## src/hw/rtl/rgbw_enc_pkg.sv

```systemverilog
// shared types and constants of the rgbw led pulse symbol encoder
package rgbw_enc_pkg;

    localparam int unsigned TICK_W      = 15;
    localparam int unsigned CHAN_W      = 8;
    localparam int unsigned PIXEL_W     = 4 * CHAN_W;
    localparam int unsigned CFG_IDX_W   = 3;
    localparam int unsigned QUEUE_DEPTH = 2;

    localparam logic [CFG_IDX_W-1:0] CFG_ZERO_HIGH  = 3'd0;
    localparam logic [CFG_IDX_W-1:0] CFG_ZERO_LOW   = 3'd1;
    localparam logic [CFG_IDX_W-1:0] CFG_ONE_HIGH   = 3'd2;
    localparam logic [CFG_IDX_W-1:0] CFG_ONE_LOW    = 3'd3;
    localparam logic [CFG_IDX_W-1:0] CFG_LATCH_HIGH = 3'd4;
    localparam logic [CFG_IDX_W-1:0] CFG_LATCH_LOW  = 3'd5;

    localparam logic [TICK_W-1:0] RST_ZERO_HIGH  = 15'd3;
    localparam logic [TICK_W-1:0] RST_ZERO_LOW   = 15'd9;
    localparam logic [TICK_W-1:0] RST_ONE_HIGH   = 15'd9;
    localparam logic [TICK_W-1:0] RST_ONE_LOW    = 15'd3;
    localparam logic [TICK_W-1:0] RST_LATCH_HIGH = 15'd250;
    localparam logic [TICK_W-1:0] RST_LATCH_LOW  = 15'd250;

    typedef struct packed {
        logic [TICK_W-1:0] zero_high;
        logic [TICK_W-1:0] zero_low;
        logic [TICK_W-1:0] one_high;
        logic [TICK_W-1:0] one_low;
        logic [TICK_W-1:0] latch_high;
        logic [TICK_W-1:0] latch_low;
    } t_timing;

    typedef struct packed {
        logic [PIXEL_W-1:0] word;
        logic               last_pixel;
    } t_job;

    typedef enum logic [1:0] {
        BK_IDLE,
        BK_DATA,
        BK_LATCH
    } t_back_state;

endpackage

```

## src/hw/rtl/rgbw_enc_cfg.sv

```systemverilog
// timing register file written through the configuration channel
module rgbw_enc_cfg (
    input  logic                                  i_clk,
    input  logic                                  i_rst_n,
    input  logic                                  i_we,
    input  logic [rgbw_enc_pkg::CFG_IDX_W-1:0]    i_index,
    input  logic [rgbw_enc_pkg::TICK_W-1:0]       i_data,
    output rgbw_enc_pkg::t_timing                 o_timing
);

    rgbw_enc_pkg::t_timing r_timing;

    always_ff @(posedge i_clk) begin
        if (!i_rst_n) begin
            r_timing.zero_high  <= rgbw_enc_pkg::RST_ZERO_HIGH;
            r_timing.zero_low   <= rgbw_enc_pkg::RST_ZERO_LOW;
            r_timing.one_high   <= rgbw_enc_pkg::RST_ONE_HIGH;
            r_timing.one_low    <= rgbw_enc_pkg::RST_ONE_LOW;
            r_timing.latch_high <= rgbw_enc_pkg::RST_LATCH_HIGH;
            r_timing.latch_low  <= rgbw_enc_pkg::RST_LATCH_LOW;
        end else if (i_we) begin
            unique case (i_index)
                rgbw_enc_pkg::CFG_ZERO_HIGH:  r_timing.zero_high  <= i_data;
                rgbw_enc_pkg::CFG_ZERO_LOW:   r_timing.zero_low   <= i_data;
                rgbw_enc_pkg::CFG_ONE_HIGH:   r_timing.one_high   <= i_data;
                rgbw_enc_pkg::CFG_ONE_LOW:    r_timing.one_low    <= i_data;
                rgbw_enc_pkg::CFG_LATCH_HIGH: r_timing.latch_high <= i_data;
                rgbw_enc_pkg::CFG_LATCH_LOW:  r_timing.latch_low  <= i_data;
                default: ;
            endcase
        end
    end

    assign o_timing = r_timing;

endmodule

```

## src/hw/rtl/rgbw_enc_queue.sv

```systemverilog
// short pixel queue between the accepting front and the symbol back end
module rgbw_enc_queue #(
    parameter int unsigned DEPTH = rgbw_enc_pkg::QUEUE_DEPTH
) (
    input  logic                i_clk,
    input  logic                i_rst_n,
    input  logic                i_push,
    input  rgbw_enc_pkg::t_job  i_job,
    input  logic                i_pop,
    output rgbw_enc_pkg::t_job  o_job,
    output logic                o_empty,
    output logic                o_full
);

    localparam int unsigned PTR_W = (DEPTH > 1) ? $clog2(DEPTH) : 1;
    localparam int unsigned CNT_W = $clog2(DEPTH + 1);
    localparam logic [PTR_W-1:0] PTR_LAST = PTR_W'(DEPTH - 1);
    localparam logic [CNT_W-1:0] CNT_FULL = CNT_W'(DEPTH);

    rgbw_enc_pkg::t_job r_mem [DEPTH];
    logic [PTR_W-1:0]   r_wptr;
    logic [PTR_W-1:0]   r_rptr;
    logic [CNT_W-1:0]   r_count;
    logic [PTR_W-1:0]   n_wptr;
    logic [PTR_W-1:0]   n_rptr;
    logic [CNT_W-1:0]   n_count;

    always_comb begin
        n_wptr  = r_wptr;
        n_rptr  = r_rptr;
        n_count = r_count;
        if (i_push) begin
            n_wptr = (r_wptr == PTR_LAST) ? '0 : r_wptr + 1'b1;
        end
        if (i_pop) begin
            n_rptr = (r_rptr == PTR_LAST) ? '0 : r_rptr + 1'b1;
        end
        if (i_push && !i_pop) begin
            n_count = r_count + 1'b1;
        end else if (i_pop && !i_push) begin
            n_count = r_count - 1'b1;
        end
    end

    always_ff @(posedge i_clk) begin
        if (!i_rst_n) begin
            r_wptr  <= '0;
            r_rptr  <= '0;
            r_count <= '0;
        end else begin
            r_wptr  <= n_wptr;
            r_rptr  <= n_rptr;
            r_count <= n_count;
        end
    end

    always_ff @(posedge i_clk) begin
        if (i_push) begin
            r_mem[r_wptr] <= i_job;
        end
    end

    assign o_job   = r_mem[r_rptr];
    assign o_empty = (r_count == '0);
    assign o_full  = (r_count == CNT_FULL);

endmodule

```

## src/hw/rtl/rgbw_enc_back.sv

```systemverilog
// serializer: one pulse symbol per cycle while pixels are queued, then the latch symbol at frame end
module rgbw_enc_back (
    input  logic                                i_clk,
    input  logic                                i_rst_n,
    input  rgbw_enc_pkg::t_timing               i_timing,
    input  rgbw_enc_pkg::t_job                  i_job,
    input  logic                                i_empty,
    output logic                                o_pop,
    output logic                                o_valid,
    output logic [rgbw_enc_pkg::TICK_W-1:0]     o_high_ticks,
    output logic [rgbw_enc_pkg::TICK_W-1:0]     o_low_ticks,
    output logic                                o_is_latch,
    output logic                                o_last_symbol
);

    localparam int unsigned BIT_CNT_W = $clog2(rgbw_enc_pkg::PIXEL_W);
    localparam logic [BIT_CNT_W-1:0] BIT_LAST = BIT_CNT_W'(rgbw_enc_pkg::PIXEL_W - 1);

    rgbw_enc_pkg::t_back_state r_state;
    rgbw_enc_pkg::t_back_state n_state;
    logic [rgbw_enc_pkg::PIXEL_W-1:0] r_word;
    logic [rgbw_enc_pkg::PIXEL_W-1:0] n_word;
    logic [BIT_CNT_W-1:0]             r_cnt;
    logic [BIT_CNT_W-1:0]             n_cnt;
    logic                             r_last_pixel;
    logic                             n_last_pixel;
    logic                             r_valid;
    logic                             n_valid;
    logic [rgbw_enc_pkg::TICK_W-1:0]  r_high;
    logic [rgbw_enc_pkg::TICK_W-1:0]  n_high;
    logic [rgbw_enc_pkg::TICK_W-1:0]  r_low;
    logic [rgbw_enc_pkg::TICK_W-1:0]  n_low;
    logic                             r_is_latch;
    logic                             n_is_latch;
    logic                             r_last_sym;
    logic                             n_last_sym;
    logic                             load_ok;

    always_comb begin
        n_state      = r_state;
        n_word       = r_word;
        n_cnt        = r_cnt;
        n_last_pixel = r_last_pixel;
        n_valid      = 1'b0;
        n_high       = r_high;
        n_low        = r_low;
        n_is_latch   = 1'b0;
        n_last_sym   = 1'b0;
        load_ok      = 1'b0;
        o_pop        = 1'b0;
        unique case (r_state)
            rgbw_enc_pkg::BK_IDLE: begin
                load_ok = 1'b1;
            end
            rgbw_enc_pkg::BK_DATA: begin
                n_valid    = 1'b1;
                n_high     = r_word[rgbw_enc_pkg::PIXEL_W-1] ? i_timing.one_high
                                                              : i_timing.zero_high;
                n_low      = r_word[rgbw_enc_pkg::PIXEL_W-1] ? i_timing.one_low
                                                              : i_timing.zero_low;
                n_last_sym = !r_last_pixel && (r_cnt == BIT_LAST);
                n_word     = {r_word[rgbw_enc_pkg::PIXEL_W-2:0], 1'b0};
                n_cnt      = r_cnt + 1'b1;
                if (r_cnt == BIT_LAST) begin
                    if (r_last_pixel) begin
                        n_state = rgbw_enc_pkg::BK_LATCH;
                    end else begin
                        load_ok = 1'b1;
                    end
                end
            end
            rgbw_enc_pkg::BK_LATCH: begin
                n_valid    = 1'b1;
                n_high     = i_timing.latch_high;
                n_low      = i_timing.latch_low;
                n_is_latch = 1'b1;
                n_last_sym = 1'b1;
                load_ok    = 1'b1;
            end
            default: begin
                n_state = rgbw_enc_pkg::BK_IDLE;
            end
        endcase
        if (load_ok) begin
            if (!i_empty) begin
                o_pop        = 1'b1;
                n_word       = i_job.word;
                n_last_pixel = i_job.last_pixel;
                n_cnt        = '0;
                n_state      = rgbw_enc_pkg::BK_DATA;
            end else begin
                n_state = rgbw_enc_pkg::BK_IDLE;
            end
        end
    end

    always_ff @(posedge i_clk) begin
        if (!i_rst_n) begin
            r_state <= rgbw_enc_pkg::BK_IDLE;
            r_valid <= 1'b0;
        end else begin
            r_state <= n_state;
            r_valid <= n_valid;
        end
    end

    always_ff @(posedge i_clk) begin
        r_word       <= n_word;
        r_cnt        <= n_cnt;
        r_last_pixel <= n_last_pixel;
        r_high       <= n_high;
        r_low        <= n_low;
        r_is_latch   <= n_is_latch;
        r_last_sym   <= n_last_sym;
    end

    assign o_valid       = r_valid;
    assign o_high_ticks  = r_high;
    assign o_low_ticks   = r_low;
    assign o_is_latch    = r_is_latch;
    assign o_last_symbol = r_last_sym;

endmodule

```

## src/hw/rtl/rgbw_led_pulse_symbol_encoder.sv

```systemverilog
// top level of the rgbw led pulse symbol encoder
// A pixel is taken when i_start is high and o_busy is low; it yields 32 pulse symbols,
// green, red, blue, white, each byte msb first, plus a latch symbol when i_last_pixel is set.
// Symbols leave one per cycle while pixels are queued, each marked by o_valid for exactly
// one cycle; a small pixel queue in front of the serializer lets new pixels be taken while
// the previous one is still being sent, and o_busy rises only when that queue is full. From
// idle, the first symbol passes queue, serializer and output registers. Timing registers are
// written through i_cfg_valid/o_cfg_ready only while idle; the block leaves that to the user.
module rgbw_led_pulse_symbol_encoder #(
    parameter int unsigned QUEUE_DEPTH = rgbw_enc_pkg::QUEUE_DEPTH
) (
    input  logic                                i_clk,
    input  logic                                i_rst_n,
    input  logic                                i_start,
    output logic                                o_busy,
    input  logic [rgbw_enc_pkg::CHAN_W-1:0]     i_red,
    input  logic [rgbw_enc_pkg::CHAN_W-1:0]     i_green,
    input  logic [rgbw_enc_pkg::CHAN_W-1:0]     i_blue,
    input  logic [rgbw_enc_pkg::CHAN_W-1:0]     i_white,
    input  logic                                i_last_pixel,
    output logic                                o_valid,
    output logic [rgbw_enc_pkg::TICK_W-1:0]     o_high_ticks,
    output logic [rgbw_enc_pkg::TICK_W-1:0]     o_low_ticks,
    output logic                                o_is_latch,
    output logic                                o_last_symbol,
    input  logic                                i_cfg_valid,
    output logic                                o_cfg_ready,
    input  logic [rgbw_enc_pkg::CFG_IDX_W-1:0]  i_cfg_index,
    input  logic [rgbw_enc_pkg::TICK_W-1:0]     i_cfg_data
);

    rgbw_enc_pkg::t_timing timing;
    rgbw_enc_pkg::t_job    in_job;
    rgbw_enc_pkg::t_job    head_job;
    logic                  push;
    logic                  pop;
    logic                  q_empty;
    logic                  q_full;

    assign o_cfg_ready = 1'b1;

    rgbw_enc_cfg u_cfg (
        .i_clk    (i_clk),
        .i_rst_n  (i_rst_n),
        .i_we     (i_cfg_valid),
        .i_index  (i_cfg_index),
        .i_data   (i_cfg_data),
        .o_timing (timing)
    );

    // wire order green, red, blue, white
    assign in_job.word       = {i_green, i_red, i_blue, i_white};
    assign in_job.last_pixel = i_last_pixel;
    assign o_busy            = q_full;
    assign push              = i_start && !q_full;

    rgbw_enc_queue #(
        .DEPTH (QUEUE_DEPTH)
    ) u_queue (
        .i_clk   (i_clk),
        .i_rst_n (i_rst_n),
        .i_push  (push),
        .i_job   (in_job),
        .i_pop   (pop),
        .o_job   (head_job),
        .o_empty (q_empty),
        .o_full  (q_full)
    );

    rgbw_enc_back u_back (
        .i_clk         (i_clk),
        .i_rst_n       (i_rst_n),
        .i_timing      (timing),
        .i_job         (head_job),
        .i_empty       (q_empty),
        .o_pop         (pop),
        .o_valid       (o_valid),
        .o_high_ticks  (o_high_ticks),
        .o_low_ticks   (o_low_ticks),
        .o_is_latch    (o_is_latch),
        .o_last_symbol (o_last_symbol)
    );

endmodule

```

## config.mk

```make
export PLATFORM = sky130hd
export DESIGN_NAME = rgbw_led_pulse_symbol_encoder
export DESIGN_NICKNAME = d
export VERILOG_FILES = /design/src/hw/rtl/rgbw_enc_pkg.sv /design/src/hw/rtl/rgbw_enc_cfg.sv /design/src/hw/rtl/rgbw_enc_queue.sv /design/src/hw/rtl/rgbw_enc_back.sv /design/src/hw/rtl/rgbw_led_pulse_symbol_encoder.sv
export SDC_FILE = /design/constraint.sdc
export NUM_CORES = 1
export LEC_CHECK = 0
export BUFFER_PORTS_ARGS = -buffer_cell sky130_fd_sc_hd__buf_2
export CAP_MARGIN = 10
export CORE_MARGIN = 3
export CORE_UTILIZATION = 62
export CTS_BUF_LIST = sky130_fd_sc_hd__clkbuf_8
export CTS_CLUSTER_SIZE = 12
export DETAILED_ROUTE_END_ITERATION = 16
export PLACE_DENSITY = 0.87
export SLEW_MARGIN = 15
export SYNTH_ARGS = -nofsm -noshare
export SYNTH_HDL_FRONTEND = slang
export SYNTH_SLANG_ARGS = --single-unit
export TNS_END_PERCENT = 5
```

## constraint.sdc

```tcl
create_clock -name i_clk -period 6.2 [get_ports i_clk]
set_clock_uncertainty 0.2 [all_clocks]
set_input_delay 0.62 -clock i_clk [delete_from_list [all_inputs] [get_ports i_clk]]
set_output_delay 0.62 -clock i_clk [all_outputs]
set_load 0.01 [all_outputs]
```

## Word-level counts from Yosys, hierarchy flattened

Memory sizes are Yosys's and may differ from the RTL's. A register that Yosys moved wholly into a read port is not among the register bits.
Cells that the tools add are included.

| word-level totals | value |
|---|---|
| memory bits (read-only) | 0 |
| RAM bits | 66 |
| output and inout bits | 35 |
| logic and storage cells | 91 |
| bits of input ports | 55 |
| register bits after elaboration | 167 |
| latch bits | 0 |
| memories | 1 |

| cells by class | value |
|---|---|
| multiplexer cells | 31 |
| add/sub/neg operators | 5 |
| shifts and indexed selects | 0 |
| div/mod/pow operators | 0 |
| $lt $le $gt $ge | 0 |
| equal/unequal tests | 12 |
| $mul | 0 |
| bitwise logic cells | 1 |
| reduce and logical (&&, ||, !) cells | 23 |

Memories:

| name | words | bits a word | rd ports | clocked after Yosys merged registers in | wr ports | line | RTL |
|---|---|---|---|---|---|---|---|
| u_queue.r_mem | 2 | 33 | 1 | 1 | 1 | rgbw_enc_queue.sv:20 | `rgbw_enc_pkg::t_job r_mem [DEPTH];` |

Operators with widths:

| cell | number |
|---|---|
| $mux W32 | 3 |
| $pmux W15 S2 | 2 |
| $mux W15 | 2 |
| $mux W5 | 3 |
| $reduce_and A2 Y1 | 7 |
| $mux W1 | 13 |
| $mux W2 | 5 |
| $eq A3 B2 Y1 const B | 2 |
| $eq A3 B3 Y1 const B | 2 |
| $ne A3 B1 Y1 const B | 2 |
| $add A5 B1 Y5 const B | 1 |
| $eq A5 B5 Y1 const B | 1 |
| $eq A2 B2 Y1 const B | 2 |
| $logic_and A1 B1 Y1 | 4 |
| $logic_not A1 Y1 | 4 |
| $logic_not A2 Y1 | 2 |
| $pmux W1 S2 | 2 |
| $pmux W2 S2 | 1 |
| $reduce_bool A2 Y1 | 2 |
| $reduce_or A2 Y1 | 2 |
| $eq A3 B1 Y1 const B | 1 |
| $logic_not A3 Y1 | 1 |
| $reduce_and A3 Y1 | 1 |
| $add A1 B1 Y1 const B | 2 |
| other kinds (5) | 5 |

## Longest topological paths before layout

Gate-level depths: netlist of run 1.

| depth | value |
|---|---|
| word-level depth | 7 |
| gate-level depth with buffers | 11 |
| mapped depth without buffers | 10 |

## Hierarchy

Synthesis of run 1 repeated with hierarchy kept, for this count alone.

| second synthesis, totals | value |
|---|---|
| cells, all modules | 735 |
| area total of the unflattened synthesis | 9546.7 um^2 |

Modules (own cells, without submodules):

| module | cells an instance | times used | sequential area each (um^2) | area an instance (um^2) |
|---|---|---|---|---|
| rgbw_enc_back | 283 | 1 | 1771.7 | 3538.4 |
| rgbw_enc_cfg | 324 | 1 | 1801.7 | 3388.2 |
| rgbw_enc_queue | 125 | 1 | 2082.0 | 2595.0 |
| rgbw_led_pulse_symbol_encoder | 3 | 1 | 0.0 | 25.0 |

## Worst setup path before layout of run 1

OpenSTA, ideal clock, no wires.

| path | value |
|---|---|
| path kind | register -> register |
| from | register u_back.r_cnt[0] |
| to | register u_queue.r_count[1] |
| required time | 5924 ps |
| cell stages (with the launch flop) | 11 |
| data arrival time | 2461 ps |
| path slack | 3464 ps |
| cell sequence | dfxtp_1 ha_1 and3_1 ha_1 nand3b_1 a211oi_4 clkbuf_1 inv_1 ha_1 or3_1 a21boi_0 |

| on the way | value |
|---|---|
| cells in the longest elaborated chain, start to end | 7 |
| elaborated cells on any way between the ends | 9 |
| classes of those cells | eq/ne: 1; mux: 4; reduce/logical: 4 |

RTL lines:

| what | line | RTL |
|---|---|---|
| start, declared | rgbw_enc_back.sv:23 | `logic [BIT_CNT_W-1:0] r_cnt;` |
| start signal, assigned | rgbw_enc_back.sv:109 | `r_cnt <= n_cnt;` |
| $eq A5 B5 Y1 * | rgbw_enc_back.sv:64 | `if (r_cnt == BIT_LAST) begin` |
| $mux W1 * | rgbw_enc_back.sv:64 |  |
| $pmux W1 S2 * | rgbw_enc_back.sv:51 | `unique case (r_state)` |
| $mux W1 * | rgbw_enc_back.sv:84 | `if (load_ok) begin` |
| net pop | rgbw_led_pulse_symbol_encoder.sv:36 | `logic pop;` |
| $logic_not A1 Y1 | rgbw_enc_queue.sv:38 | `if (i_push && !i_pop) begin` |
| $logic_and A1 B1 Y1 | rgbw_enc_queue.sv:38 |  |
| $mux W2 / $reduce_bool A2 Y1 (equally long branches) | n/a |  |
| end signal, assigned | rgbw_enc_queue.sv:53 | `r_count <= n_count;` |
| end, declared | rgbw_enc_queue.sv:23 | `logic [CNT_W-1:0] r_count;` |

The timed path passes the listed nets; every way through them passes the cells marked *.
A chain may end at the register's enable or synchronous reset.

## Final worst setup path of run 1

| path | value |
|---|---|
| from | register u_back.r_state[0] |
| to | register u_queue.r_count[1] |

| on the way | value |
|---|---|
| cells in the longest elaborated chain, start to end | 7 |
| elaborated cells on any way between the ends | 11 |
| classes of those cells | eq/ne: 2; mux: 3; reduce/logical: 6 |

RTL lines:

| what | line | RTL |
|---|---|---|
| start, declared | rgbw_enc_back.sv:19 | `rgbw_enc_pkg::t_back_state r_state;` |
| start signal, assigned | rgbw_enc_back.sv:99 | `r_state <= rgbw_enc_pkg::BK_IDLE;` |
| start signal, assigned | rgbw_enc_back.sv:102 | `r_state <= n_state;` |
| $eq A2 B2 Y1 / $logic_not A2 Y1 (equally long branches) | rgbw_enc_back.sv:51 |  |
| $reduce_or A2 Y1 (no line) | n/a |  |
| $pmux W1 S2 * | rgbw_enc_back.sv:51 |  |
| $mux W1 * | rgbw_enc_back.sv:84 |  |
| $logic_not A1 Y1 | rgbw_enc_queue.sv:38 |  |
| $logic_and A1 B1 Y1 | rgbw_enc_queue.sv:38 |  |
| $mux W2 / $reduce_bool A2 Y1 (equally long branches) | n/a |  |

Mark *: on every way between the ends. The rest lies on a longest branch, timed or not.

==> results of run 1 <==
## worst max-delay path, delay by kind of cell, from the launching register on
| kind | cells | cell delay [ps] |
|---|---|---|
| compound gates | 2 | 490 |
| fa+ha+maj | 2 | 1290 |
| buf+inv | 3 | 820 |
| flops | 1 | 340 |
| simple gates | 2 | 660 |
## stage by stage
stage	cells	cell area, um^2
2_1_floorplan	855	9170
3_3_place_gp	1076	9670
3_5_place_dp	1076	9670
4_1_cts	1140	10400
5_1_grt	1141	10400
6_report	1141	10400
## metal layers
layer,routed length [um],track usage [%]
met1,8310,31.9
met2,9260,38.8
met3,1380,5.02
met4,439,9.18
met5,0,0
## cell families after synthesis
group	after synthesis	synth area share, %
and+or+nand+nor	307	14.3
DFF	234	61.7
AOI/OAI and AO/OA	173	12.5
muxes	65	7.12
buffers and inverters	61	2.67
adders and majority gates	7	0.955
xor gates and xnor gates	7	0.669
other	1	0.0409
## where the power goes
group	switching (uW)	internal, uW	leakage (uW)
Combinational	716	477	0.00150
Sequential	209	2000	0.00203
Clock	562	629	0.000418
## placed cells by master (no fill, tap or decap), types with 5 or more instances in the layout
master,count
nand2_1,220
dfxtp_1,135
edfxtp_1,97
buf_2,88
a21boi_0,69
mux2i_1,63
clkbuf_8,43
o21ai_0,35
nor2b_1,34
a211oi_1,32
a21oi_1,31
inv_1,27
nand3_1,23
nor2_1,12
buf_4,6
and2_1,5
ha_1,5
## layout make-up
class | instances | area, um^2 | share of cell area [%]
Antenna cell | 1 | 2.50 | 0.0242
Clock buffer | 43 | 592 | 5.71
Clock inverter | 21 | 85.1 | 0.822
Inverter | 8 | 30.0 | 0.290
Multi-Input combinational cell | 560 | 3280 | 31.7
Sequential cell | 234 | 5660 | 54.6
Tap cell | 180 | 225 | 2.17
Timing Repair Buffer | 94 | 485 | 4.69
## synth_stat cells (all sizes together)
master / number
edfxtp: 97
mux2i: 63
a21boi: 72
buf: 13
a21oi: 31
and2: 5
dfxtp: 137
xnor2: 3
a32oi: 1
nor3: 2
nand2b: 4
nand2: 220
a211oi: 33
nand3b: 1
nand3: 23
conb: 1
ha: 7
and3: 2
nand4: 1
inv: 8
o21ai: 35
xor2: 4
nor2b: 34
nor2: 14
o21a: 1
mux2: 2
clkbuf: 40
or3: 1
## state kept, by name (all words and copies together) (netlist names), named ones only
name and cells:
u_back.o_high_ticks 15, u_back.o_is_latch 1, u_back.o_last_symbol 1, u_back.o_low_ticks 15, u_back.o_valid 1, u_back.r_cnt 5, u_back.r_last_pixel 1, u_back.r_state 2
u_back.r_word 32, u_cfg.o_timing 90, u_queue.r_count 2, u_queue.r_mem 66, u_queue.r_rptr 1, u_queue.r_wptr 1
## how the worst max path moves through the flow
stage                                        start                              end  slack (ps)
finish              u_back.r_state[0]$_SDFFE_PN0P_  u_queue.r_count[1]$_SDFFE_PN0P_        2270
global route        u_back.r_state[0]$_SDFFE_PN0P_  u_queue.r_count[1]$_SDFFE_PN0P_        1990
CTS                 u_back.r_state[0]$_SDFFE_PN0P_  u_queue.r_count[1]$_SDFFE_PN0P_        2320
detailed placement  u_back.r_state[0]$_SDFFE_PN0P_  u_queue.r_count[1]$_SDFFE_PN0P_        2390
global placement    u_back.r_state[0]$_SDFFE_PN0P_  u_queue.r_count[1]$_SDFFE_PN0P_        2560
floorplan                  u_back.r_cnt[0]$_DFF_P_  u_queue.r_count[1]$_SDFFE_PN0P_        3460
==> metrics.txt, run 1 <==
run status completed; pin count of the biggest net entering global routing 100; Critical Path AT 4160 ps; Starting Density 64.8%; Residual DRC 0; Worst Path Required 6430 ps; Layout area overhead 13.0%; worst vdd ir 0.000297 V; reg2reg path depth 9; min-delay src i_red[3]; nets 997; Post-Route WL 19400 um; worst skew pair latency 510 ps; die area 16300 um^2; Max stage delay on crit path 940 ps; Fmax achieved 254 MHz; Syn Inst Count 855; Leakage Power 0.00395 uW; Yosys top cell area share 31.8%; sequential area share after synthesis 61.7%; GRT Total Usage 23.9%; CTS root buf clkbuf_8; total chip power 4590 uW; worst slew pin tran 1170 ps; RSZ-0062 raised after global routing no; Worst Hold Class in -> reg; filler cell count 971; vias 6444; count of final hold-check violations 0; Die H 128 um; FF+latch count, synth 234; Startpoint Class register; Slowest-stage cell, CP ha_2; Syn Area/Cell 10.7 um^2; CP endpoint kind register; DR pass1 iterations 6; max-cap violations 0; fin worst setup slack 2270 ps; I/O Pins 90; Netlist cell types 32; R2R Setup Slk 2270 ps; post-CTS setup buffer count 0; clk slew on worst S/H paths 70 ps; FP Rows 43; vias in the first global route 6363; layout cells sized above 1 15.6%; DRT iter0 DRCs 588; Avg Vias per Cell 5.65; Worst R2R End u_queue.r_count[1]$_SDFFE_PN0P_; WHS Path Cells 1; drt wl/cell 17.0 um; Final setup viols 0; Tmin final 3930 ps; Chip Width 128 um; hold slack 98.4 ps; TritonCTS clock tree yes; final core utilization 73.2%; pre-CTS setup slack 2390 ps; Worst Path Max Fanout 73; Post-Syn Area 9170 um^2; Post-Syn Nets 917; Max-slew headroom 21.9%; Sum Neg Setup Slack 0 ps; Final Cycle Share 63.4%; initial antenna violation count 1; PortBufs 88; CTS HTree Levels 2; Routability Congestion 0.812; critical path cell sequence inv_1 > ha_2 > nor2_1 > a211oi_4 > buf_4 > inv_1 > ha_1 > or3_1 > a21boi_0; WS Path Type reg -> reg; CTS Buf Count 37; worst hold endpoint u_queue.r_mem[0][20]$_DFFE_PP_; Yosys top cell by area edfxtp_1; first-pass GRT wire length 31300 um; antenna-violating nets left 0; core region area 14100 um^2; CTS resizes 0; Longest Clk Path Bufs 3; CTS Sinks 234; RR Startpoint u_back.r_state[0]$_SDFFE_PN0P_; GRT overflow 0; count of pins over their slew limit 0; Detailed Place HPWL 11300 um; synth warn 0; CTS hold repair buffers 0; Crit path top cell by count inv_1; top post-synthesis cells by area edfxtp_1, dfxtp_1, nand2_1; Pwr per Cell Area 443 nW/um^2
No activity file was read; power rests on OpenSTA's default activity.
==> inputs of run 2 (changes only) <==
Settings changed: ABC_AREA set to 1, CORE_UTILIZATION 62 to 55, PLACE_DENSITY 0.87 to 0.82.
Clock period 6.2 ns to 3.4 ns, I/O delays scaled along.
==> run 2 against run 1 <==
  * Hold slack improved by 14 ps
  * Count of clock-buffer cells in the layout unchanged
  * Cell area up 4.6%
  * Global-route usage shrank 0.88 points
  * Critical endpoint is now u_back.r_word[15]$_DFF_P_
  * Highest routed layer unchanged
==> metrics.txt, run 2 <==
run status completed (unchanged); CTS Sinks 234 (unchanged); CTS root buf clkbuf_8 (unchanged); initial antenna violation count 0 (was 1); compound-cell area share of the yosys netlist 11.5% (was 12.5%); Max stage delay on crit path 360 ps (was 940 ps); post-synthesis xor/xnor area fraction 0.194% (was 0.669%); Syn Inst Count 957 (was 855); mux share of post-synthesis cell area 3.67% (was 7.12%); Layout area overhead 19.8% (was 13.0%); FP Rows 46 (was 43); R2R Setup Slk 930 ps (was 2270 ps); Tmin final 2470 ps (was 3930 ps); GRT Total Usage 23.0% (was 23.9%); Max-slew headroom 21.0% (was 21.9%); Residual DRC 0 (unchanged); Yosys top cell by area edfxtp_1 (unchanged); Post-Syn Area 9040 um^2 (was 9170 um^2); Chip Width 134 um (was 128 um); vias in the first global route 7015 (was 6363); Worst Path Required 3660 ps (was 6430 ps); async set or reset register ratio after synthesis 0% (unchanged); core region area 16000 um^2 (was 14100 um^2); Top delay family on crit path simple AND/OR/NAND/NOR gates (was adder cells); DR pass1 iterations 5 (was 6); I/O Pins 90 (unchanged); most frequent cell after synthesis nand2_1 (unchanged); Avg Vias per Cell 5.33 (was 5.65); Syn Area/Cell 9.45 um^2 (was 10.7 um^2); pin count of the biggest net entering global routing 63 (was 100); max reg flops 90 (unchanged); EDFF count, synth 97 (unchanged); Post-Route WL 20800 um (was 19400 um); pre-CTS setup slack 974 ps (was 2390 ps); die area 18000 um^2 (was 16300 um^2); vias 7134 (was 6444); worst vdd ir 0.000655 V (was 0.000297 V); max-cap violations 0 (unchanged); Longest Clk Path Bufs 3 (unchanged); Leakage Power 0.00449 uW (was 0.00395 uW); count of pins over their slew limit 0 (unchanged); first-pass GRT wire length 33600 um (was 31300 um); layout cells sized above 1 15.4% (was 15.6%); most frequent cells in the layout nand2_1, nor2_1, dfxtp_1, o21ai_0, edfxtp_1 (was nand2_1, dfxtp_1, edfxtp_1, buf_2, a21boi_0); Critical Path AT 2730 ps (was 4160 ps); dpl cell area 9600 um^2 (was 9670 um^2); post-CTS setup buffer count 0 (unchanged); Synth Area in Simple Gates 16.3% (was 14.3%); TritonCTS clock tree yes (unchanged); worst slew pin tran 1180 ps (was 1170 ps); critical path cell sequence ha_1 > and3_1 > ha_1 > nand3_1 > nand2_1 > nand3_2 > buf_4 > buf_4 > nand2_1 > o21ai_0 (was inv_1 > ha_2 > nor2_1 > a211oi_4 > buf_4 > inv_1 > ha_1 > or3_1 > a21boi_0); CTS Buf Count 38 (was 37); commonest cells in the netlist nand2_1, nor2_1, dfxtp_1 (was nand2_1, dfxtp_1, edfxtp_1); FF+latch count, synth 234 (unchanged); Die H 134 um (was 128 um); Worst Hold Class in -> reg (unchanged); Pwr per Cell Area 755 nW/um^2 (was 443 nW/um^2); WS Path Type reg -> reg (unchanged); Worst Path Max Fanout 38 (was 73); Routability Congestion 0.797 (was 0.812); total chip power 8170 uW (was 4590 uW); Ant. Diodes 0 (was 1); RR Startpoint u_back.r_cnt[0]$_DFF_P_ (was u_back.r_state[0]$_SDFFE_PN0P_); Critical path buffers and inverters 2 (was 3); Post-Syn Nets 1019 (was 917); Yosys top cell area share 32.2% (was 31.8%); CTS HTree Levels 2 (unchanged); synth warn 0 (unchanged); Final Instance Area 10800 um^2 (was 10400 um^2); prevailing post-synth register cell dfxtp_1 (unchanged); Netlist cell types 28 (was 32); DRT iter0 DRCs 578 (was 588); GRT overflow 0 (unchanged); Final setup viols 0 (unchanged); RSZ-0062 raised after global routing no (unchanged); count of final hold-check violations 0 (unchanged); Startpoint Class register (unchanged); Setup crit start u_back.r_cnt[0]$_DFF_P_ (was u_back.r_state[0]$_SDFFE_PN0P_); fin worst setup slack 930 ps (was 2270 ps); Detailed Place HPWL 11700 um (was 11300 um); sequential area share after synthesis 62.6% (was 61.7%); final cell count without fillers 1338 (was 1141); top post-synthesis cells by area edfxtp_1, dfxtp_1, nand2_1 (unchanged); placed cells 1219 (was 1076); antenna-violating nets left 0 (unchanged); adder-cell share of the synthesized area 0.969% (was 0.955%); clk slew on worst S/H paths 60 ps (was 70 ps); largest family of logic cells by synthesized area simple AND/OR/NAND/NOR gates (unchanged); PortBufs 88 (unchanged); worst skew pair latency 540 ps (was 510 ps); drt wl/cell 15.5 um (was 17.0 um); most common cell after layout, fill and taps aside nand2_1 (unchanged); CP endpoint kind register (unchanged); Sum Neg Setup Slack 0 ps (unchanged); min-delay src i_cfg_index[2] (was i_red[3]); Fmax achieved 405 MHz (was 254 MHz); Slowest-stage cell, CP buf_4 (was ha_2); Final Cycle Share 72.6% (was 63.4%); Starting Density 56.5% (was 64.8%); nets 1154 (was 997)
[run 2: changes by cell type in the layout (fill, tap and decap cells not counted), sizes merged, moves of 34 or more]
cell / delta
o21ai: +91
nand2: -41
nor2b: -34
nor2: +147
a21oi: +46
dlygate4sd3: +49
inv: +40
a21boi: -71
[run 2: what timing repair did]
action,in CTS,in global routing
gates resized for setup,0,0
hold buffers,49,0
endpoints found under the hold margin,155,0
[run 2: per-layer routing]
layer | vias up | GRT usage (%) | routed length [um]
li1 | 3453 | - | -
met1 | 3300 | 27.9 | 8230
met2 | 321 | 40.4 | 10400
met3 | 60 | 4.88 | 1580
met4 | 0 | 8.94 | 576
met5 | - | 0 | 0
[run 2: cell families (layout without fill, tap and decap cells)]
group,after synthesis,count (layout)
xor gates and xnor gates,2,2
muxes,33,33
and+or+nand+nor,371,371
buffers and inverters,103,268
adders and majority gates,7,7
other,1,1
DFF,234,234
AOI/OAI and AO/OA,206,206
[run 2: layout make-up]
cell class | instances | area [um^2]
flip-flops and latches | 234 | 5660
clock buffers | 43 | 592
multi-input cells | 620 | 2960
clock inverters | 27 | 144
repair buffers | 149 | 1020
well taps | 216 | 270
fillers | 1164 | 5170
inverters | 49 | 184
[run 2: worst paths after layout]
kind / endpoint / depth (start not counted)
worst max-delay path: u_back.r_word[15]$_DFF_P_ / 10
worst min register to register: u_cfg.o_timing[7]$_SDFFE_PN1P_ / 2
worst min-delay path: u_cfg.o_timing[63]$_SDFFE_PN1P_ / 6
worst max register to register: u_back.r_word[15]$_DFF_P_ / 10
[run 2: worst reg2reg max path: stages, from the launching register on]
cell,delay (ps)
dfxtp_1,320
ha_1,200
and3_1,180
ha_1,200
nand3_1,110
nand2_1,90
nand3_2,220
buf_4,310
buf_4,370
nand2_1,120
o21ai_0,90
[run 2: power by group]
part	internal (uW)	switching [uW]
Clock	1240	1080
Combinational	736	1300
Sequential	3540	264
[run 2: per-stage QoR]
step | hold WS (ps) | utilization, %
CTS | 98.0 | 67.7
global route | 136 | 67.7
floorplan | 229 | -
finish | 113 | 67.7
global placement | 238 | 60.0
detailed placement | 244 | 60.0
==> inputs of run 3 (changes only) <==
Settings changed: CORE_UTILIZATION 55 to 61, PLACE_DENSITY 0.82 to 0.86.
Clock period 3.4 ns to 2.35 ns, I/O delays scaled along.
==> run 3 against run 2 <==
  * Combinational power rose by 55%
  * Via count is 2.9% higher
  * Largest cell class unchanged
  * Routed wire length grew 5.3%
  * Die area shrank 9.4%
  * Worst setup slack lost 740 ps
  * Sequential power up 44%
==> metrics.txt, run 3 (same netlist as run 2, synthesis figures left out) <==
run status completed (unchanged); Die H 128 um (was 134 um); core region area 14200 um^2 (was 16000 um^2); Avg Vias per Cell 5.61 (was 5.33); vias 7338 (was 7134); count of final hold-check violations 0 (unchanged); CTS root buf clkbuf_8 (unchanged); Longest Clk Path Bufs 3 (unchanged); clk slew on worst S/H paths 60 ps (about the same); Startpoint Class register (unchanged); I/O Pins 90 (unchanged); Leakage Power 0.00453 uW (was 0.00449 uW); antenna-violating nets left 0 (unchanged); TritonCTS clock tree yes (unchanged); Layout area overhead 21.0% (was 19.8%); Final Cycle Share 92.0% (was 72.6%); nets 1162 (was 1154); max reg flops 90 (unchanged); Worst Hold Class in -> reg (unchanged); Starting Density 63.7% (was 56.5%); first-pass GRT wire length 35200 um (was 33600 um); CP endpoint kind register (unchanged); worst slew pin tran 590 ps (was 1180 ps); PortBufs 88 (unchanged); Ant. Diodes 0 (unchanged); CTS HTree Levels 2 (unchanged); count of pins over their slew limit 0 (unchanged); Detailed Place HPWL 11700 um (about the same); Final setup viols 0 (unchanged); worst skew pair latency 540 ps (about the same); initial antenna violation count 0 (unchanged); RSZ-0062 raised after global routing no (unchanged); pin count of the biggest net entering global routing 79 (was 63); Worst Path Max Fanout 71 (was 38); WS Path Type reg -> reg (unchanged); CTS Sinks 234 (unchanged); Tmin final 2160 ps (was 2470 ps); drt wl/cell 16.7 um (was 15.5 um); Max-slew headroom 60.6% (was 21.0%); Fmax achieved 462 MHz (was 405 MHz); filler cell count 879 (was 1164); placed cells 1191 (was 1219); vias in the first global route 7166 (was 7015); Critical Path AT 2330 ps (was 2730 ps); FP Rows 43 (was 46); most common cell after layout, fill and taps aside nand2_1 (unchanged); GRT overflow 0 (unchanged); final cell count without fillers 1308 (was 1338); GRT Total Usage 27.0% (was 23.0%); die area 16300 um^2 (was 18000 um^2); Chip Width 128 um (was 134 um); layout cells sized above 1 16.2% (was 15.4%); post-CTS setup buffer count 0 (unchanged); Routability Congestion 0.798 (was 0.797); Pwr per Cell Area 1110 nW/um^2 (was 755 nW/um^2); total chip power 12100 uW (was 8170 uW); worst vdd ir 0.000825 V (was 0.000655 V); Residual DRC 0 (unchanged); DR pass1 iterations 6 (was 5); max-cap violations 0 (unchanged); CTS Buf Count 37 (was 38); most frequent cells in the layout nand2_1, nor2_1, dfxtp_1, o21ai_0, edfxtp_1 (unchanged); Worst Path Required 2510 ps (was 3660 ps); DRT iter0 DRCs 945 (was 578); Post-Route WL 21900 um (was 20800 um)
==> run 3: cell count changes in the layout (fill, tap and decap cells not counted), sizes merged <==
cell         previous run  this run
clkinvlp                0         3
buf                   100       108
bufinv                  1         2
inv                    67        60
dlygate4sd3            49        50
==> run 3: through the flow <==
stage / worst slack (ps) / util (%) / cell area [um^2] / setup TNS, ps / hold WS, ps
final: 188 / 77.0 / 10900 / 0 / 26.9
after global routing: 21.2 / 77.0 / 10900 / 0 / 36.7
after CTS: 147 / 77.0 / 10900 / 0 / 9.77
after detailed placement: 204 / 68.1 / 9680 / 0 / 226
after global placement: 283 / 68.1 / 9680 / 0 / 222
after floorplan: -217 / - / 9040 / -7150 / 134
==> run 3: report_power, final <==
part	internal [uW]	switching, uW
sequential	5120	353
clock	1900	1600
combinational	1150	2010
==> run 3: worst paths after layout <==
path,startpoint,end,slack (ps),depth (start not counted)
worst min register to register,u_cfg.o_timing[60]$_SDFFE_PN1P_,u_cfg.o_timing[60]$_SDFFE_PN1P_,250,2
worst min-delay path,i_cfg_valid,u_cfg.o_timing[3]$_SDFFE_PN1P_,30,5
worst max-delay path,u_back.r_cnt[0]$_DFF_P_,register,190,10
worst max register to register,u_back.r_cnt[0]$_DFF_P_,register,190,10
==> run 3: per-layer routing <==
layer / GRT usage, % / up-vias / part of all wire (%)
met1: 34.5 / 3433 / 40
met5: 0 / - / 0
met3: 5.54 / 64 / 8.1
met4: 12.9 / 0 / 3.1
met2: 44.2 / 367 / 49
li1: - / 3474 / -
==> run 3: cell type report <==
type	count	area, um^2	share of cell area, %
clock buffer	43	592	5.41
clock inverter	24	159	1.45
inverter	49	184	1.68
multi-input combinational	620	2970	27.2
sequential	234	5660	51.7
tap	180	225	2.06
timing repair buffer	158	1150	10.5
==> run 3: what timing repair did <==
item | CTS | global route
setup endpoints to repair | 0 | 1
hold buffers | 50 | 0
hold endpoints to repair | 160 | 0
resized for setup | 0 | 1
==> run 3: worst max-delay path, stage by stage, from the launching register on <==
cell and delay, ps:
dfxtp_1 330, ha_1 210, and3_1 180, ha_1 210, nand3_1 100, nand2_1 90, nand3_2 130, buf_12 280
inv_1 130, nand2_1 100, a21oi_1 60
